$ cat src/sv/lbse_pkg.sv
// ----------------------------------------------------------------------------
// lbse_pkg
// Shared types and constants for the LED blink setting encoder.
// ----------------------------------------------------------------------------
package lbse_pkg;

   // queue between front and back
   localparam int QUEUE_DEPTH = 2;

   // configuration register indexes
   localparam logic [0:0] CSR_ENABLED     = 1'b0;
   localparam logic [0:0] CSR_LINEAR_RAMP = 1'b1;

   // driver register numbers
   localparam logic [2:0] REG_SCALE  = 3'd0;
   localparam logic [2:0] REG_PERIOD = 3'd1;
   localparam logic [2:0] REG_DUTY   = 3'd2;
   localparam logic [2:0] REG_MODE   = 3'd4;
   localparam logic [2:0] REG_RAMP   = 3'd5;

   localparam logic [7:0] REG0_BASE  = 8'h18;
   localparam logic [7:0] TIMER_MODE = 8'hAA;

   // period code limits
   localparam logic [15:0] PERIOD_MAX      = 16'd16384;
   localparam logic [6:0]  PERIOD_CODE_MAX = 7'd126;
   localparam logic [15:0] PERIOD_MIN      = 16'd256;
   localparam logic [15:0] PERIOD_ONE      = 16'd448;
   localparam logic [15:0] PERIOD_OFFSET   = 16'd384;

   // ramp limits
   localparam logic [15:0] RAMP_MAX    = 16'd7680;
   localparam logic [12:0] RAMP_BAND2  = 13'd3840;
   localparam logic [12:0] RAMP_BAND1  = 13'd1920;
   localparam logic [12:0] RAMP_SHORT  = 13'd248;

   // one classified item
   typedef struct packed {
      logic [1:0] scale;
      logic [7:0] period_byte;
      logic [7:0] duty;
      logic [7:0] ramp_byte;
   } lbse_entry_type;

   typedef struct packed {
      logic empty;
      logic full;
   } lbse_qstat_type;

endpackage

$ cat src/sv/led_blink_setting_encoder_unit.sv
// ----------------------------------------------------------------------------
// led_blink_setting_encoder_unit
// Turns a blink request into five LED driver register writes.
// ----------------------------------------------------------------------------
// An item is taken on a clock edge with start high and busy low. When enabled,
// it is encoded in the same cycle and queued; the write sequencer then
// presents five writes (registers 0, 1, 2, 5, 4) on consecutive cycles, each
// marked by rsp_valid for one cycle, the fifth with rsp_last_write. When the
// sequencer is idle, the item passes through the queue memory and the queue's
// read register before its first write appears. While items wait, writes run
// gap-free at one write per cycle; the queue holds QUEUE_DEPTH items and busy
// rises when it is full (and during reset). The receiver cannot stall writes.
// Items accepted while disabled produce no writes.
module led_blink_setting_encoder_unit import lbse_pkg::*; #(
   parameter int DEPTH = QUEUE_DEPTH
) (
   input  logic        clock,
   input  logic        reset,
   input  logic        start,
   output logic        busy,
   input  logic [15:0] req_period_ms,
   input  logic [7:0]  req_duty,
   input  logic [15:0] req_rise_ms,
   input  logic [15:0] req_fall_ms,
   output logic        rsp_valid,
   output logic [2:0]  rsp_reg_index,
   output logic [7:0]  rsp_reg_data,
   output logic        rsp_last_write,
   input  logic        csr_we,
   input  logic [0:0]  csr_index,
   input  logic [0:0]  csr_wdata
);

   logic           enabled_ff;
   logic           enabled_in;
   logic           linear_ramp_ff;
   logic           linear_ramp_in;
   logic           accept;
   logic           push;
   logic           pop;
   lbse_entry_type wr_entry;
   lbse_entry_type rd_entry;
   lbse_qstat_type qstat;

   always_comb begin
      enabled_in     = enabled_ff;
      linear_ramp_in = linear_ramp_ff;
      if (csr_we) begin
         case (csr_index)
            CSR_ENABLED:     enabled_in     = csr_wdata[0];
            CSR_LINEAR_RAMP: linear_ramp_in = csr_wdata[0];
            default: begin
               enabled_in     = enabled_ff;
               linear_ramp_in = linear_ramp_ff;
            end
         endcase
      end
   end

   always_ff @(posedge clock) begin
      if (reset) begin
         enabled_ff     <= 1'b0;
         linear_ramp_ff <= 1'b0;
      end else begin
         enabled_ff     <= enabled_in;
         linear_ramp_ff <= linear_ramp_in;
      end
   end

   assign busy   = reset | qstat.full;
   assign accept = start & ~busy;

   lbse_front u_front (
      .enabled     (enabled_ff),
      .linear_ramp (linear_ramp_ff),
      .accept      (accept),
      .period_ms   (req_period_ms),
      .duty        (req_duty),
      .rise_ms     (req_rise_ms),
      .fall_ms     (req_fall_ms),
      .push        (push),
      .entry       (wr_entry)
   );

   lbse_queue #(
      .DEPTH (DEPTH)
   ) u_queue (
      .clock   (clock),
      .reset   (reset),
      .push    (push),
      .wr_data (wr_entry),
      .pop     (pop),
      .rd_data (rd_entry),
      .stat    (qstat)
   );

   lbse_back u_back (
      .clock      (clock),
      .reset      (reset),
      .qstat      (qstat),
      .entry      (rd_entry),
      .pop        (pop),
      .valid      (rsp_valid),
      .reg_index  (rsp_reg_index),
      .reg_data   (rsp_reg_data),
      .last_write (rsp_last_write)
   );

   // a write sequence never breaks off before its last write
   a_seq_unbroken: assert property (@(posedge clock) disable iff (reset)
      rsp_valid && !rsp_last_write |=> rsp_valid)
      else $error("write sequence interrupted");

   // register 0 always keeps the fixed base bits
   a_reg0_base: assert property (@(posedge clock) disable iff (reset)
      rsp_valid && rsp_reg_index == REG_SCALE |-> rsp_reg_data[4:0] == REG0_BASE[4:0])
      else $error("reg0 base bits wrong");

   // the mode write closes each item and carries the timer mode byte
   a_mode_last: assert property (@(posedge clock) disable iff (reset)
      rsp_valid && rsp_reg_index == REG_MODE |-> rsp_last_write && rsp_reg_data == TIMER_MODE)
      else $error("mode write not last or wrong data");

   // a queued item is always picked up by an idle sequencer
   a_no_stall: assert property (@(posedge clock) disable iff (reset)
      !qstat.empty && !rsp_valid |-> pop)
      else $error("sequencer idle with queued item");

endmodule

$ cat src/sv/lbse_front.sv
// ----------------------------------------------------------------------------
// lbse_front
// Accepts requests and turns them into register codes for the queue.
// ----------------------------------------------------------------------------
module lbse_front import lbse_pkg::*; (
   input  logic                 enabled,
   input  logic                 linear_ramp,
   input  logic                 accept,
   input  logic [15:0]          period_ms,
   input  logic [7:0]           duty,
   input  logic [15:0]          rise_ms,
   input  logic [15:0]          fall_ms,
   output logic                 push,
   output lbse_entry_type       entry
);

   logic [13:0] per_adj;
   logic [6:0]  per_code;
   logic [12:0] up_c;
   logic [12:0] dn_c;
   logic [12:0] up_f;
   logic [12:0] dn_f;
   logic [12:0] step;
   logic [12:0] half_mask;
   logic [3:0]  sh;
   logic [1:0]  scale;
   logic [12:0] up_q;
   logic [12:0] dn_q;
   logic        up_half;
   logic        dn_half;
   logic        up_low;
   logic [3:0]  rise_code;
   logic [3:0]  fall_code;
   logic        both_zero;

   assign push = accept & enabled;

   // period code
   always_comb begin
      per_adj = 14'(period_ms - PERIOD_OFFSET);
      if (period_ms > PERIOD_MAX) begin
         per_code = PERIOD_CODE_MAX;
      end else if (period_ms < PERIOD_MIN) begin
         per_code = 7'd0;
      end else if (period_ms < PERIOD_ONE) begin
         per_code = 7'd1;
      end else begin
         per_code = per_adj[13:7] + (per_adj[6] ? 7'd2 : 7'd1);
      end
   end

   // ramp codes: band pick, floor, then shift and round
   always_comb begin
      both_zero = (rise_ms == 16'd0) && (fall_ms == 16'd0);
      up_c = (rise_ms > RAMP_MAX) ? RAMP_MAX[12:0] : rise_ms[12:0];
      dn_c = (fall_ms > RAMP_MAX) ? RAMP_MAX[12:0] : fall_ms[12:0];
      if ((up_c < RAMP_SHORT) && (dn_c < RAMP_SHORT)) begin
         sh = 4'd4;
         scale = 2'd3;
      end else if ((up_c > RAMP_BAND2) || (dn_c > RAMP_BAND2)) begin
         sh = 4'd9;
         scale = 2'd2;
      end else if ((up_c > RAMP_BAND1) || (dn_c > RAMP_BAND1)) begin
         sh = 4'd8;
         scale = 2'd1;
      end else begin
         sh = 4'd7;
         scale = 2'd0;
      end
      step = 13'd1 << sh;
      half_mask = (step >> 1) - 13'd1;
      up_f = (up_c < step) ? step : up_c;
      dn_f = (dn_c < step) ? step : dn_c;
      up_q = up_f >> sh;
      dn_q = dn_f >> sh;
      up_half = |(up_f & (step >> 1));
      dn_half = |(dn_f & (step >> 1));
      up_low = |(up_f & half_mask);
      fall_code = dn_q[3:0] + {3'd0, dn_half};
      rise_code = up_q[3:0] + {3'd0, up_half & up_low};
      if (both_zero) begin
         fall_code = 4'd0;
         rise_code = 4'd0;
         scale = 2'd0;
      end
   end

   assign entry.scale       = scale;
   assign entry.period_byte = {linear_ramp, per_code};
   assign entry.duty        = duty;
   assign entry.ramp_byte   = {fall_code, rise_code};

endmodule

$ cat src/sv/lbse_queue.sv
// ----------------------------------------------------------------------------
// lbse_queue
// Small FIFO of classified items with a registered read port.
// ----------------------------------------------------------------------------
module lbse_queue import lbse_pkg::*; #(
   parameter int DEPTH = QUEUE_DEPTH
) (
   input  logic           clock,
   input  logic           reset,
   input  logic           push,
   input  lbse_entry_type wr_data,
   input  logic           pop,
   output lbse_entry_type rd_data,
   output lbse_qstat_type stat
);

   localparam int AW = $clog2(DEPTH);
   localparam int CW = $clog2(DEPTH + 1);

   lbse_entry_type mem [DEPTH];
   lbse_entry_type rd_data_ff;
   logic [AW-1:0]  wr_ptr_ff;
   logic [AW-1:0]  wr_ptr_in;
   logic [AW-1:0]  rd_ptr_ff;
   logic [AW-1:0]  rd_ptr_in;
   logic [CW-1:0]  count_ff;
   logic [CW-1:0]  count_in;

   always_comb begin
      wr_ptr_in = wr_ptr_ff;
      rd_ptr_in = rd_ptr_ff;
      count_in  = count_ff;
      if (push) begin
         wr_ptr_in = (wr_ptr_ff == AW'(DEPTH - 1)) ? '0 : wr_ptr_ff + 1'b1;
      end
      if (pop) begin
         rd_ptr_in = (rd_ptr_ff == AW'(DEPTH - 1)) ? '0 : rd_ptr_ff + 1'b1;
      end
      if (push && !pop) begin
         count_in = count_ff + 1'b1;
      end else if (pop && !push) begin
         count_in = count_ff - 1'b1;
      end
   end

   always_ff @(posedge clock) begin
      if (reset) begin
         wr_ptr_ff <= '0;
         rd_ptr_ff <= '0;
         count_ff  <= '0;
      end else begin
         wr_ptr_ff <= wr_ptr_in;
         rd_ptr_ff <= rd_ptr_in;
         count_ff  <= count_in;
      end
   end

   always_ff @(posedge clock) begin
      if (push) begin
         mem[wr_ptr_ff] <= wr_data;
      end
   end

   always_ff @(posedge clock) begin
      if (pop) begin
         rd_data_ff <= mem[rd_ptr_ff];
      end
   end

   assign rd_data    = rd_data_ff;
   assign stat.empty = (count_ff == '0);
   assign stat.full  = (count_ff == CW'(DEPTH));

endmodule

$ cat src/sv/lbse_back.sv
// ----------------------------------------------------------------------------
// lbse_back
// Write sequencer: plays one queued item out as five register writes.
// ----------------------------------------------------------------------------
module lbse_back import lbse_pkg::*; (
   input  logic           clock,
   input  logic           reset,
   input  lbse_qstat_type qstat,
   input  lbse_entry_type entry,
   output logic           pop,
   output logic           valid,
   output logic [2:0]     reg_index,
   output logic [7:0]     reg_data,
   output logic           last_write
);

   localparam logic [2:0] BEAT_SCALE  = 3'd0;
   localparam logic [2:0] BEAT_PERIOD = 3'd1;
   localparam logic [2:0] BEAT_DUTY   = 3'd2;
   localparam logic [2:0] BEAT_RAMP   = 3'd3;
   localparam logic [2:0] BEAT_MODE   = 3'd4;

   logic       active_ff;
   logic       active_in;
   logic [2:0] beat_ff;
   logic [2:0] beat_in;

   // fetch the next item during the final write so writes run gap-free
   assign pop = !qstat.empty && (!active_ff || (beat_ff == BEAT_MODE));

   always_comb begin
      active_in = active_ff;
      beat_in   = beat_ff;
      if (pop) begin
         active_in = 1'b1;
         beat_in   = BEAT_SCALE;
      end else if (active_ff) begin
         if (beat_ff == BEAT_MODE) begin
            active_in = 1'b0;
            beat_in   = BEAT_SCALE;
         end else begin
            beat_in = beat_ff + 3'd1;
         end
      end
   end

   always_ff @(posedge clock) begin
      if (reset) begin
         active_ff <= 1'b0;
         beat_ff   <= BEAT_SCALE;
      end else begin
         active_ff <= active_in;
         beat_ff   <= beat_in;
      end
   end

   always_comb begin
      case (beat_ff)
         BEAT_SCALE: begin
            reg_index = REG_SCALE;
            reg_data  = REG0_BASE | {1'b0, entry.scale, 5'd0};
         end
         BEAT_PERIOD: begin
            reg_index = REG_PERIOD;
            reg_data  = entry.period_byte;
         end
         BEAT_DUTY: begin
            reg_index = REG_DUTY;
            reg_data  = entry.duty;
         end
         BEAT_RAMP: begin
            reg_index = REG_RAMP;
            reg_data  = entry.ramp_byte;
         end
         BEAT_MODE: begin
            reg_index = REG_MODE;
            reg_data  = TIMER_MODE;
         end
         default: begin
            reg_index = REG_MODE;
            reg_data  = TIMER_MODE;
         end
      endcase
   end

   assign valid      = active_ff;
   assign last_write = active_ff && (beat_ff == BEAT_MODE);

endmodule
$ cat config.mk
export PLATFORM = sky130hd
export DESIGN_NAME = led_blink_setting_encoder_unit
export DESIGN_NICKNAME = d
export VERILOG_FILES = /design/src/sv/lbse_pkg.sv /design/src/sv/led_blink_setting_encoder_unit.sv /design/src/sv/lbse_front.sv /design/src/sv/lbse_queue.sv /design/src/sv/lbse_back.sv
export SDC_FILE = /design/constraint.sdc
export NUM_CORES = 1
export LEC_CHECK = 0
export ABC_CLOCK_PERIOD_IN_PS = 6600
export BUFFER_PORTS_ARGS = -buffer_cell sky130_fd_sc_hd__buf_2
export CORE_MARGIN = 1.5
export CORE_UTILIZATION = 30
export CTS_CLUSTER_SIZE = 25
export DETAILED_ROUTE_END_ITERATION = 16
export HOLD_SLACK_MARGIN = 0.15
export PLACE_DENSITY = 0.48
export SLEW_MARGIN = 30
export SYNTH_ARGS = -nofsm -noshare
export SYNTH_HDL_FRONTEND = slang
export SYNTH_SLANG_ARGS = --single-unit
$ cat constraint.sdc
create_clock -name clock -period 6.6 [get_ports clock]
set_input_delay 1.32 -clock clock [delete_from_list [all_inputs] [get_ports clock]]
set_output_delay 1.32 -clock clock [all_outputs]
set_load 0.01 [all_outputs]
==> results of run 1 <==
[logic make-up (layout without fill, tap and decap cells)]
group / after synthesis / count (layout)
AOI/OAI and AO/OA: 78 / 78
and+or+nand+nor: 122 / 122
buffers and inverters: 34 / 117
DFF: 88 / 88
other: 1 / 2
xor gates and xnor gates: 17 / 17
adders and majority gates: 24 / 24
muxes: 34 / 34
[worst max path at each step]
stage | endpoint | depth (start not counted)
6_report | u_queue.mem[1][6] | 16
5_1_grt | u_queue.mem[1][6] | 16
4_1_cts | u_queue.mem[1][6] | 16
3_5_place_dp | u_queue.mem[0][6] | 15
3_3_place_gp | u_queue.mem[0][6] | 15
2_1_floorplan | u_queue.mem[0][1] | 15
[layout by cell type (no fill, tap or decap), types with 3 or more instances in the layout]
cell type  count
ha_1          23
nand4_1        8
and3_1         4
nor2b_1        6
edfxtp_1      78
nor4_1         5
buf_2         75
or3_1          5
a221oi_1       3
nor3_1        11
o21ai_0       17
mux2_2        27
buf_4          3
a21oi_1       16
a222oi_1       6
and4_1         3
nor4_2         3
o211ai_1       3
nor2_1        23
o22ai_1        3
nand2_1       24
o21a_1         3
clkbuf_16      9
mux2i_1        7
xor2_1         7
and2_1         5
dfxtp_1       10
xnor2_1       10
nand2b_1       4
inv_1         21
nand3_1        6
[Yosys cell counts, types with 7 or more instances]
cell type	count
edfxtp_1	78
a21oi_1	17
nor3_1	11
nor2_1	25
ha_1	23
dfxtp_1	10
xnor2_1	10
mux2i_1	7
mux2_2	27
inv_1	21
nand2_1	24
nand4_1	8
o21ai_0	17
clkbuf_1	10
xor2_1	7
[report_power, final]
| part | internal (uW) | switching [uW] | leakage, uW |
|---|---|---|---|
| sequential | 724 | 39.9 | 0.000786 |
| combinational | 175 | 242 | 0.00113 |
| clock | 331 | 206 | 0.000153 |
[worst max-delay path, cell delays in order]
cell and delay [ps]:
buf_2 110, nor4_2 430, and2_1 310, nor3b_2 400
nand2_2 240, nor2_2 200, inv_2 100, ha_1 280
o41ai_1 70, a21oi_1 120, nor3_1 600, a221o_1 330
nand2_1 70, ha_1 200, or3_1 360, a21oi_1 180
[area by class of cell]
class / instances / area [um^2]
Fill cell: 1529 / 9630
Timing Repair Buffer: 78 / 398
Tap cell: 211 / 264
Multi-Input combinational cell: 277 / 2120
Clock inverter: 7 / 93.8
Clock buffer: 9 / 225
Inverter: 23 / 91.3
Sequential cell: 88 / 2540
[sequential cells by signal, summed over array words and instances (netlist names)]
register and count:
enabled_ff 1, u_queue.rd_ptr_ff 1, u_back.beat_ff 3, u_queue.rd_data 26, linear_ramp_ff 1, u_back.valid 1
u_queue.count_ff 2, u_queue.wr_ptr_ff 1, u_queue.mem 52
[through the flow]
step,instances,setup WS (ps),power (uW)
floorplan,399,1570,1040
global placement,677,1290,1190
detailed placement,677,1200,1200
CTS,693,1530,1750
global route,693,1140,1830
finish,693,1470,1720
[metal layers]
layer  part of all wire (%)  vias up
li1                       -     1692
met1                     48     1631
met2                     46       89
met3                    4.5        8
met4                    1.1        0
met5                      0        -
==> flow_metrics.env, run 1 <==
export IMPL_ant_nets=0
export IMPL_cts_buffers=9
export IMPL_ir_worst_vdd_uv=126
export IMPL_yosys_area_share_xor_xnor_pct=3.12
export IMPL_power_density_mw_per_mm2=299
export IMPL_hpwlAfterDp_um=7910
export IMPL_cts_setup_buffers=0
export IMPL_clock_sinks=88
export IMPL_outcome="complete, no violations"
export IMPL_synth_top_family_by_area="simple AND/OR/NAND/NOR gates"
export IMPL_die_y_um=129
export IMPL_grt_pass1_vias=3462
export IMPL_core_area_mm2=0.0154
export IMPL_min_from="linear_ramp_ff"
export IMPL_slew_headroom_pct=39.2
export IMPL_post_cts_resized=0
export IMPL_rr_startpoint="u_back.beat_ff[0]"
export IMPL_synthTopCellsByArea="edfxtp_1, mux2_2, ha_1"
export IMPL_synthCells=398
export IMPL_drc_errors=0
export IMPL_end_kind="flip-flop"
export IMPL_ctsHoldBuffers=0
export IMPL_critPathMaxFanout=9
export IMPL_whs_path_depth=0
export IMPL_path_class="in2reg"
export IMPL_fmax_ghz=0.195
export IMPL_async_reset_ff_share_pct=0
export IMPL_cp_required_ps=6770
export IMPL_use_met2_pct=21.7
export IMPL_dr_pass1_iters=5
export IMPL_cts_root_buffer="clkbuf_16"
export IMPL_ys_types=64
export IMPL_hp_class="reg2reg"
export IMPL_grt_remaining_overflow=0
export IMPL_clk_latency_ps=340
export IMPL_synth_fa_ha_area_share_pct=6.45
export IMPL_placed_area_mm2=0.00542
export IMPL_yosysTopAreaCellShare_pct=49.1
export IMPL_cts_path_max_buffers=2
export IMPL_initial_core_util_pct=31.0
export IMPL_final_core_util_pct=37.3
export IMPL_reg2reg_depth=9
export IMPL_synth_edf_count=78
export IMPL_grt_use_total_pct=13.9
export IMPL_holdPathEnd="u_queue.mem[1][23]"
export IMPL_r2r_slack_ps=4220
export IMPL_synth_seq_cells=88
export IMPL_antenna_found_initial=0
export IMPL_tns_ps=0
export IMPL_yosys_area_top_type="edfxtp_1"
export IMPL_numPortBuffers=75
export IMPL_fin_nets=563
export IMPL_synthMuxAreaShare_pct=7.84
export IMPL_vias_per_cell=4.94
export IMPL_clk_pin_slew_ps=60
export IMPL_cp_startpoint="req_rise_ms[15]"
export IMPL_grt_pass1_wl_um=17900
export IMPL_synth_warnings=0
export IMPL_drv_cap=0
export IMPL_drt_total_wl_um=10900
export IMPL_post_route_period_util_pct=77.8
export IMPL_htree_levels=3
export IMPL_finalSetupViolCount=0
export IMPL_fin_area_mm2=0.00574
export IMPL_avgSynthCellArea_um2=12.0
export IMPL_rsz0062_at_grt="false"
export IMPL_grt_max_degree=32
export IMPL_num_rows=45
export IMPL_r2r_end="u_queue.count_ff[1]"
export IMPL_start_kind="input pin"
export IMPL_synthSimpleGateAreaFrac_pct=14.2
export IMPL_finalHoldViolCount=0
export IMPL_p_leak_uw=0.00207
export IMPL_met1_usage_pct=19.1
export IMPL_route_vias_total=3420
export IMPL_synthFlopType="edfxtp_1"
export IMPL_drive_above_1_share_pct=29.5
export IMPL_finalCriticalPeriod_ps=5130
export IMPL_maxSlewViolCount=0
export IMPL_synth_seq_area_share_pct=53.3
export IMPL_ios=76
export IMPL_use_met3_pct=3.26
export IMPL_cp_arrival_ps=5310
export IMPL_synth_compound_area_share_pct=12.3
export IMPL_drt_iter0_markers=267
export IMPL_cts_tree="built"
export IMPL_die_x_um=129
export IMPL_die_area_mm2=0.0167
export IMPL_worst_slew_pin_slew_ps=904
export IMPL_avgRoutedWirePerCell_um=15.7
export IMPL_globalplace_congestion=0.883
export IMPL_top_usage_layer="met2"
export IMPL_diodes=0
export IMPL_whs_ps=465
export IMPL_netlist_area_mm2=0.00477
export IMPL_skew_ps=7.51
export IMPL_area_growth_pct=20.3
Power figures use the tool's default switching activity.
==> inputs of run 2 (changes only) <==
--- a/config.mk
+++ b/config.mk
@@ -5,7 +5,7 @@
 export SDC_FILE = /design/constraint.sdc
 export NUM_CORES = 1
 export LEC_CHECK = 0
-export ABC_CLOCK_PERIOD_IN_PS = 6600
+export ABC_CLOCK_PERIOD_IN_PS = 4800
 export BUFFER_PORTS_ARGS = -buffer_cell sky130_fd_sc_hd__buf_2
 export CORE_MARGIN = 1.5
 export CORE_UTILIZATION = 30
==> constraint.sdc (replaced) <==
create_clock -name clock -period 4.8 [get_ports clock]
set_input_delay 0.96 -clock clock [delete_from_list [all_inputs] [get_ports clock]]
set_output_delay 0.96 -clock clock [all_outputs]
set_load 0.01 [all_outputs]
==> run 2 against run 1 <==
  * Design area up 1.2%
  * Worst hold slack better by 2.6 ps
  * Count of clock-buffer cells in the layout unchanged
  * Die area unchanged
  * Setup slack worse by 1100 ps
  * Combinational power up 37%
  * Final cell count up 1.4%
  * Critical path depth unchanged
  * Power up 35%
  * Non-clock buffer count up 10
  * Via count up 0.73%
  * Sequential cell count unchanged
  * Highest routed layer unchanged
==> flow_metrics.env, run 2 (synthesis results as in run 1) <==
export IMPL_globalplace_congestion=0.847
export IMPL_die_x_um=129
export IMPL_hpwlAfterDp_um=7890
export IMPL_finalHoldViolCount=0
export IMPL_tns_ps=0
export IMPL_grt_use_total_pct=13.1
export IMPL_holdPathEnd="u_queue.mem[0][23]"
export IMPL_start_kind="input pin"
export IMPL_cts_buffers=9
export IMPL_path_cells="buf_2, or4_4, o21a_1, o2bb2a_2, nand2_2, nor2_2, inv_2, ha_1, o21ai_0, a21oi_1, or4_1, and4_1, ha_1, ha_1, xnor2_1, nor2_1"
export IMPL_dr_pass1_iters=5
export IMPL_top_register="u_queue.mem"
export IMPL_r2r_slack_ps=2750
export IMPL_rr_startpoint="u_back.beat_ff[0]"
export IMPL_cp_top_family="simple AND/OR/NAND/NOR gates"
export IMPL_reg2reg_depth=8
export IMPL_end_kind="flip-flop"
export IMPL_route_vias_total=3445
export IMPL_num_rows=45
export IMPL_rsz0062_at_grt="false"
export IMPL_r2r_end="u_queue.count_ff[1]"
export IMPL_core_area_mm2=0.0154
export IMPL_ir_worst_vdd_uv=199
export IMPL_skew_ps=7.36
export IMPL_finalCriticalPeriod_ps=4390
export IMPL_wl_met1_um=5280
export IMPL_grt_pass1_wl_um=17100
export IMPL_clock_sinks=88
export IMPL_drv_cap=0
export IMPL_clk_pin_slew_ps=60
export IMPL_wl_met3_um=443
export IMPL_path_buf_inv=2
export IMPL_vias_per_cell=4.90
export IMPL_cts_tree="built"
export IMPL_critPathMaxFanout=8
export IMPL_ios=76
export IMPL_wl_met2_um=4760
export IMPL_post_cts_resized=0
export IMPL_outcome="complete, no violations"
export IMPL_die_y_um=129
export IMPL_drive_above_1_share_pct=31.1
export IMPL_die_area_mm2=0.0167
export IMPL_htree_levels=3
export IMPL_min_from="linear_ramp_ff"
export IMPL_critPathMaxStageDelay_ps=640
export IMPL_avgRoutedWirePerCell_um=15.0
export IMPL_maxSlewViolCount=0
export IMPL_p_leak_uw=0.00212
export IMPL_crit_top_cell="ha_1"
export IMPL_cp_arrival_ps=4440
export IMPL_critPathSlowestCell="or4_1"
export IMPL_diodes=0
export IMPL_worst_slew_pin_slew_ps=856
export IMPL_largest_reg_flops=52
export IMPL_cts_setup_buffers=0
export IMPL_power_density_mw_per_mm2=400
export IMPL_initial_core_util_pct=31.0
export IMPL_whs_path_depth=0
export IMPL_fin_nets=573
export IMPL_whs_ps=468
export IMPL_cts_root_buffer="clkbuf_16"
export IMPL_ctsHoldBuffers=0
export IMPL_final_cell_mix="edfxtp_1, buf_2, mux2_2"
export IMPL_post_route_period_util_pct=91.5
export IMPL_antenna_found_initial=0
export IMPL_final_common_cell="edfxtp_1"
export IMPL_clk_latency_ps=330
export IMPL_grt_remaining_overflow=0
export IMPL_drc_errors=0
export IMPL_hp_class="reg2reg"
export IMPL_path_class="in2reg"
export IMPL_area_growth_pct=21.7
export IMPL_grt_max_degree=31
export IMPL_fmax_ghz=0.228
export IMPL_numPortBuffers=75
export IMPL_slew_headroom_pct=42.8
export IMPL_finalSetupViolCount=0
export IMPL_ant_nets=0
export IMPL_top_layer="met4"
export IMPL_cp_required_ps=4850
export IMPL_grt_pass1_vias=3389
export IMPL_drt_iter0_markers=214
export IMPL_drt_total_wl_um=10600
export IMPL_cts_path_max_buffers=2
==> run 2: area by class of cell <==
cell class | instances | area [um^2]
Timing Repair Buffer | 88 | 473
Clock buffer | 9 | 225
Clock inverter | 7 | 80.1
Sequential cell | 88 | 2540
Tap cell | 211 | 264
Multi-Input combinational cell | 277 | 2130
Inverter | 23 | 91.3
Fill cell | 1533 | 9560
==> run 2: where the power goes <==
group | internal, uW | total (uW) | switching (uW)
Combinational | 240 | 572 | 332
Sequential | 995 | 1050 | 56.8
Clock | 409 | 699 | 290
==> run 2: worst max-delay path by stage <==
stage	from	endpoint	slack, ps	cells after the start
after floorplan	req_rise_ms[1]	u_queue.mem[0][1]	130	15
after global placement	req_fall_ms[5]	u_queue.mem[0][2]	150	16
after detailed placement	req_fall_ms[5]	u_queue.mem[1][2]	90	16
after CTS	req_fall_ms[5]	u_queue.mem[1][2]	430	16
after global routing	req_fall_ms[15]	u_queue.mem[0][2]	180	16
final	req_fall_ms[5]	u_queue.mem[0][2]	410	16
==> run 2: metrics by stage <==
step	cell area, um^2	instances	power [uW]	utilization (%)	worst slack (ps)
finish	5810	703	2320	37.8	409
global route	5810	703	2450	37.8	177
CTS	5800	703	2360	37.7	427
detailed placement	5500	687	1650	35.8	89.9
global placement	5500	687	1640	35.8	150
floorplan	4780	399	1430	-	131
==> run 2: layer usage <==
metal | global-route usage (%) | vias to the layer above
li1 | - | 1703
met1 | 18.4 | 1648
met2 | 21.1 | 88
met3 | 2.23 | 6
met4 | 3.17 | 0
met5 | 0 | -
